===== src/cmtp_pkg.sv =====
// Shared types, constants and tables of the complex mean to polar block.
`timescale 1ns / 1ps

package cmtp_pkg;

    localparam int ANG_FRAC = 24;   // fraction bits of internal angles
    localparam int ITERS    = 28;   // CORDIC iterations
    localparam int GUARD    = 8;    // guard bits of the rotation datapath
    localparam int RW       = 42;   // rotation x/y width
    localparam int PW       = 34;   // rectangular sample after rotation
    localparam int ZW       = 36;   // angle accumulator width
    localparam int VW       = 36;   // vectoring x/y width
    localparam int SUM_W    = 40;
    localparam int CNT_W    = 9;

    localparam logic [29:0] KINV_Q30 = 30'd652032874;

    localparam logic signed [ZW-1:0] Q90  = ZW'(90)  <<< ANG_FRAC;
    localparam logic signed [ZW-1:0] Q180 = ZW'(180) <<< ANG_FRAC;
    localparam logic signed [ZW-1:0] Q360 = ZW'(360) <<< ANG_FRAC;

    typedef enum logic [1:0] {
        ST_OK     = 2'd0,
        ST_RADIUS = 2'd1,
        ST_ANGLE  = 2'd2
    } status_t;

    typedef struct packed {
        status_t                   status;
        logic signed [SUM_W-1:0]   sum_r;
        logic signed [SUM_W-1:0]   sum_i;
        logic [CNT_W-1:0]          cnt;
    } job_t;

    // atan(2^-i) in degrees, 24 fraction bits
    function automatic logic signed [ZW-1:0] atan_deg(input logic [4:0] i);
        logic signed [ZW-1:0] v;
        case (i)
            5'd0:    v = ZW'(754974720);
            5'd1:    v = ZW'(445687602);
            5'd2:    v = ZW'(235489088);
            5'd3:    v = ZW'(119537938);
            5'd4:    v = ZW'(60000934);
            5'd5:    v = ZW'(30029717);
            5'd6:    v = ZW'(15018523);
            5'd7:    v = ZW'(7509720);
            5'd8:    v = ZW'(3754917);
            5'd9:    v = ZW'(1877466);
            5'd10:   v = ZW'(938734);
            5'd11:   v = ZW'(469367);
            5'd12:   v = ZW'(234684);
            5'd13:   v = ZW'(117342);
            5'd14:   v = ZW'(58671);
            5'd15:   v = ZW'(29335);
            5'd16:   v = ZW'(14668);
            5'd17:   v = ZW'(7334);
            5'd18:   v = ZW'(3667);
            5'd19:   v = ZW'(1833);
            5'd20:   v = ZW'(917);
            5'd21:   v = ZW'(458);
            5'd22:   v = ZW'(229);
            5'd23:   v = ZW'(115);
            5'd24:   v = ZW'(57);
            5'd25:   v = ZW'(29);
            5'd26:   v = ZW'(14);
            5'd27:   v = ZW'(7);
            default: v = '0;
        endcase
        return v;
    endfunction

endpackage


===== src/cmtp_fifo.sv =====
// Two-entry queue of mean and error jobs between front and back end.
`timescale 1ns / 1ps

module cmtp_fifo (
    input  logic            aclk,
    input  logic            aresetn,
    input  logic            push_valid,
    output logic            push_ready,
    input  cmtp_pkg::job_t  push_data,
    output logic            pop_valid,
    input  logic            pop_ready,
    output cmtp_pkg::job_t  pop_data
);

    cmtp_pkg::job_t mem_reg [2];
    logic           wr_reg, rd_reg;
    logic [1:0]     count_reg;
    logic           do_push, do_pop;

    assign push_ready = (count_reg != 2'd2);
    assign pop_valid  = (count_reg != 2'd0);
    assign pop_data   = mem_reg[rd_reg];
    assign do_push    = push_valid && push_ready;
    assign do_pop     = pop_valid && pop_ready;

    always_ff @(posedge aclk) begin
        if (!aresetn) begin
            wr_reg    <= 1'b0;
            rd_reg    <= 1'b0;
            count_reg <= 2'd0;
        end else begin
            if (do_push) begin
                wr_reg <= ~wr_reg;
            end
            if (do_pop) begin
                rd_reg <= ~rd_reg;
            end
            count_reg <= count_reg + {1'b0, do_push} - {1'b0, do_pop};
        end
        if (do_push) begin
            mem_reg[wr_reg] <= push_data;
        end
    end

endmodule


===== config.mk =====
export PLATFORM = sky130hd
export DESIGN_NAME = cmtp_fifo
export DESIGN_NICKNAME = d
export VERILOG_FILES = /design/src/cmtp_pkg.sv /design/src/cmtp_fifo.sv
export SDC_FILE = /design/constraint.sdc
export NUM_CORES = 1
export LEC_CHECK = 0
export BUFFER_PORTS_ARGS = -buffer_cell sky130_fd_sc_hd__buf_2
export CAP_MARGIN = 20
export CORE_MARGIN = 8
export CORE_UTILIZATION = 25
export DETAILED_ROUTE_END_ITERATION = 8
export MAX_ROUTING_LAYER = met4
export SYNTH_ARGS = -nofsm -noshare
export SYNTH_HDL_FRONTEND = slang
export SYNTH_SLANG_ARGS = --single-unit

===== constraint.sdc =====
create_clock -name aclk -period 5.84 [get_ports aclk]
set_clock_uncertainty 0.1 [all_clocks]
set_input_delay 0.876 -clock aclk [delete_from_list [all_inputs] [get_ports aclk]]
set_output_delay 0.876 -clock aclk [all_outputs]
set_load 0.05 [all_outputs]

After elaboration in Yosys (flattened, before gate mapping)
Memory sizes are Yosys's and may differ from the RTL's. A register that Yosys moved wholly into a read port is not among the register bits.
Index checks and enable logic that the tools add are counted.

word-level totals
  bits in registers = 4
  memory bits (writable) = 182
  bits of input ports = 95
  output and inout bits = 93
  word-level logic and storage cells = 16
  memories kept = 1

memory list
  name     words  bits a word  rd ports  clocked after Yosys merged registers in  wr ports  RTL line         text
  mem_reg  2      91           1         1                                        1         cmtp_fifo.sv:15  cmtp_pkg::job_t mem_reg [2];

cells by class
  add/sub/neg operators = 2
  equal/unequal tests = 1
  multiplexer cells = 4
  bitwise logic cells = 2
  reduce and logical (&&, ||, !) cells = 3

operators by type and width
  kind                                          number
  1-bit 2-to-1 mux                              4
  2-bit by 1-bit adder with 2-bit output        1
  1-bit logical AND                             2
  2-bit inequality test, second input constant  1
  1-bit inverter                                2
  2-bit nonzero test                            1
  2-bit by 1-bit subtractor with 2-bit output   1

Depth between registers and ports, before layout
  depth in word-level cells = 4
  depth in mapped cells = 8
  gate-level depth less buffers = 8

Least setup slack after synthesis
Ideal clock, no wire load.

  kind = register to register
  start = register count_reg[0]
  end = memory mem_reg[0][0] (netlist bit), enable pin
  setup time = 0.542 ns
  arrival = 4.822 ns
  required time = 5.198 ns
  slack = 0.377 ns
  cell stages (with the launch flop) = 4
  path buffers = 0
  period minus slack after synthesis = 5.463 ns
  path through = dfxtp_1 > nand2b_1 > nand2_1 > nor2_1

between the ends
  cells in the longest elaborated chain, start to end = 4

RTL lines
  what                                    RTL line         text
  start, declared                         cmtp_fifo.sv:17  logic [1:0] count_reg;
  start signal, assigned                  cmtp_fifo.sv:38  count_reg <= count_reg + {1'b0, do_push} - {1'b0, do_pop};
  2-bit inequality test                   cmtp_fifo.sv:20  assign push_ready = (count_reg != 2'd2);
  named net push_ready                    cmtp_fifo.sv:8   output logic push_ready,
  1-bit logical AND                       cmtp_fifo.sv:23  assign do_push = push_valid && push_ready;
  1-bit 2-to-1 mux                        cmtp_fifo.sv:40  if (do_push) begin
  1-bit 2-to-1 mux (implied by the code)  cmtp_fifo.sv:41  mem_reg[wr_reg] <= push_data;
  end, declared                           cmtp_fifo.sv:15

The timed path passes the listed nets, and every way through them passes these cells.

==> run metrics <==
Max transition margin=45.2%; RSZ-0062 raised after global routing=false; FFs w/ async S/R, synth=0%; Worst path max stage delay=0.87 ns; Least-Margin Pin Slew=0.822 ns; Synth area leader=edfxtp_1; critical path type=reg -> out; DR iter-0 viols=133; Post-Synthesis Cells=307; area of the multi-input gates=0.00117 sq mm; met3 Resource Use GR=2.95%; layout net count=604; post-route ant nets=0; FF/Latch Area=0.00557 sq mm; drt total wl=14500 um; DR WL/cell=16.8 um; gr ovfl total=0; Max Cap Violations=0; met2 usage=14.7%; CTS Hold Buffers Added=0; row count=60; vias in the first global route=3793; Top delay family on crit path=flip-flops; drc violations=0; CP Launch Type=flop; CTS tree=built; clk buf depth=2; Main synth FF type=edfxtp_1; most common cell in the netlist=edfxtp_1; DIE HEIGHT=182 um; Leakage=3.17 nW; final setup fails=0; postcts setup bufs=0; Critical path buffers and inverters=2; CTS root buf=clkbuf_16; flop-to-flop setup slack=3.40 ns; Net Count, Synth=404; Core Footprint=0.0270 sq mm; Synth top area share=79.7%; Setup TNS=0 ns; Synth area leaders=edfxtp_1 80%, mux2_2 15%, clkbuf_8 1.8%, dfxtp_1 1.5%, xnor2_1 0.38%; Mapped Area=0.00686 sq mm; CTS resizes=0; crit path DAT=2.53 ns; clk_lat worst skew=0.42 ns; outcome=complete, no violations; CP Capture Type=output pin; CP Data Required Time=4.86 ns; H-tree depth=4; # IOs=188; Power Density=498 mW/mm^2; gr busiest metal=met2; Vias=3420; Clock Sinks=187; Final Core Density=32.4%; fillers=2616; # placed instances=829; CP Max Fanout=57; Die ar.=0.0330 sq mm; Final Cycle Share=60.0%; Die Wd=182 um; antenna violations before repair=1; Post-synth EDFFs=182; DRT Pass-1 Iters=4; Ys Warns=0; CTS Buf Count=17; Worst path slowest cell=dfxtp_4; max-slew violation count=0; register bit count reported by yosys=187; Worst VDD drop=0.000252 V; Syn Area/Cell=22.3 sq um; GRT Overall Usage=8.99%; Seq/Total Area, Yosys=81.1%; clock slew at the register clock pins of the worst setup and hold paths=0.07 ns; Finished Layout Cells=861; layout cell share with drive strength beyond 1=60.5%; commonest cells in the netlist=182 x edfxtp_1, 91 x mux2_2, 9 x clkbuf_8, 5 x dfxtp_1, 3 x xnor2_1; first-pass GRT wire length=22000 um; Yosys cell types=17; Area Growth Syn to Fin=27.2%; largest net degree at the start of global routing=58; GR met1 Demand/Resource=10.4%; Max Fclk=285 MHz; Largest register FFs=182; Design Power=4.34 mW; min Tclk post-route=3.51 ns; DP HPWL=9650 um; crit path cell chain=buf_4, mux2_2, buf_2; port buffer count=187; Placer Congestion=0.676; Starting Density=25.5%; Vias per Instance=3.97; final hold violations=0; worst hold path type=reg -> reg
==> tightest hold or removal path, delay by kind of cell, from the launching register on <==
family	cells	cell delay, ns
DFF	1	0.35
muxes	1	0.06
and+or+nand+nor	1	0.07
==> power breakdown <==
group          internal (mW)  switching [mW]  total [mW]
logic                  0.383            1.01        1.39
clock network          0.673           0.504        1.18
registers               1.69          0.0894        1.78
total                   2.74            1.60        4.34
==> stage by stage <==
stage	worst slack [ns]	area, sq um	hold slack, ns
detailed placement	2.69	8130	0.422
global placement	2.70	8130	0.409
finish	2.33	8730	0.421
CTS	2.22	8720	0.432
floorplan	0.377	6860	0.355
global route	2.12	8730	0.466
==> final cells by class <==
cell class                 instances  share of cell area, %
multi-input combinational        109                   13.4
timing repair buffer             191                   11.1
tap                              341                   4.89
clock buffer                      17                   4.87
clock inverter                    14                   1.91
antenna                            1                 0.0287
sequential                       187                   63.8
inverter                           1                 0.0430
==> path summary, 6_finish.rpt <==
path,from,end,cells after the start
setup / recovery,flop,pop_data[33],3
hold / removal,wr_reg,wr_reg,2
setup reg to reg,count_reg[0],mem_reg[0][57],5
hold reg to reg,wr_reg,wr_reg,2
==> cells by family after synthesis <==
logic type | share of synthesized area, %
compound gates | 0.109
xor+xnor | 0.383
fa+ha+maj | 0.365
buf+inv | 2.02
mux | 15.1
simple gates | 0.894
flops | 81.1
==> cells in the final DEF, fill, tap and decap left out, types with 3 or more instances in the layout <==
cell type / netlist / final
inv_6: 0 / 4
dfxtp_1: 5 / 4
xnor2_1: 3 / 3
clkinvlp_4: 0 / 4
mux2_2: 91 / 91
buf_2: 0 / 187
clkinv_1: 0 / 3
edfxtp_1: 182 / 182
bufinv_16: 0 / 3
buf_4: 0 / 4
clkbuf_16: 0 / 17
==> per-layer routing <==
metal	share of wire (%)	wire length [um]	vias up
met4	0.96	139	0
met1	44	6360	1696
li1	-	-	1611
met3	5.1	738	11
met5	0	0	-
met2	50	7220	102
Power figures use the tool's default switching activity.
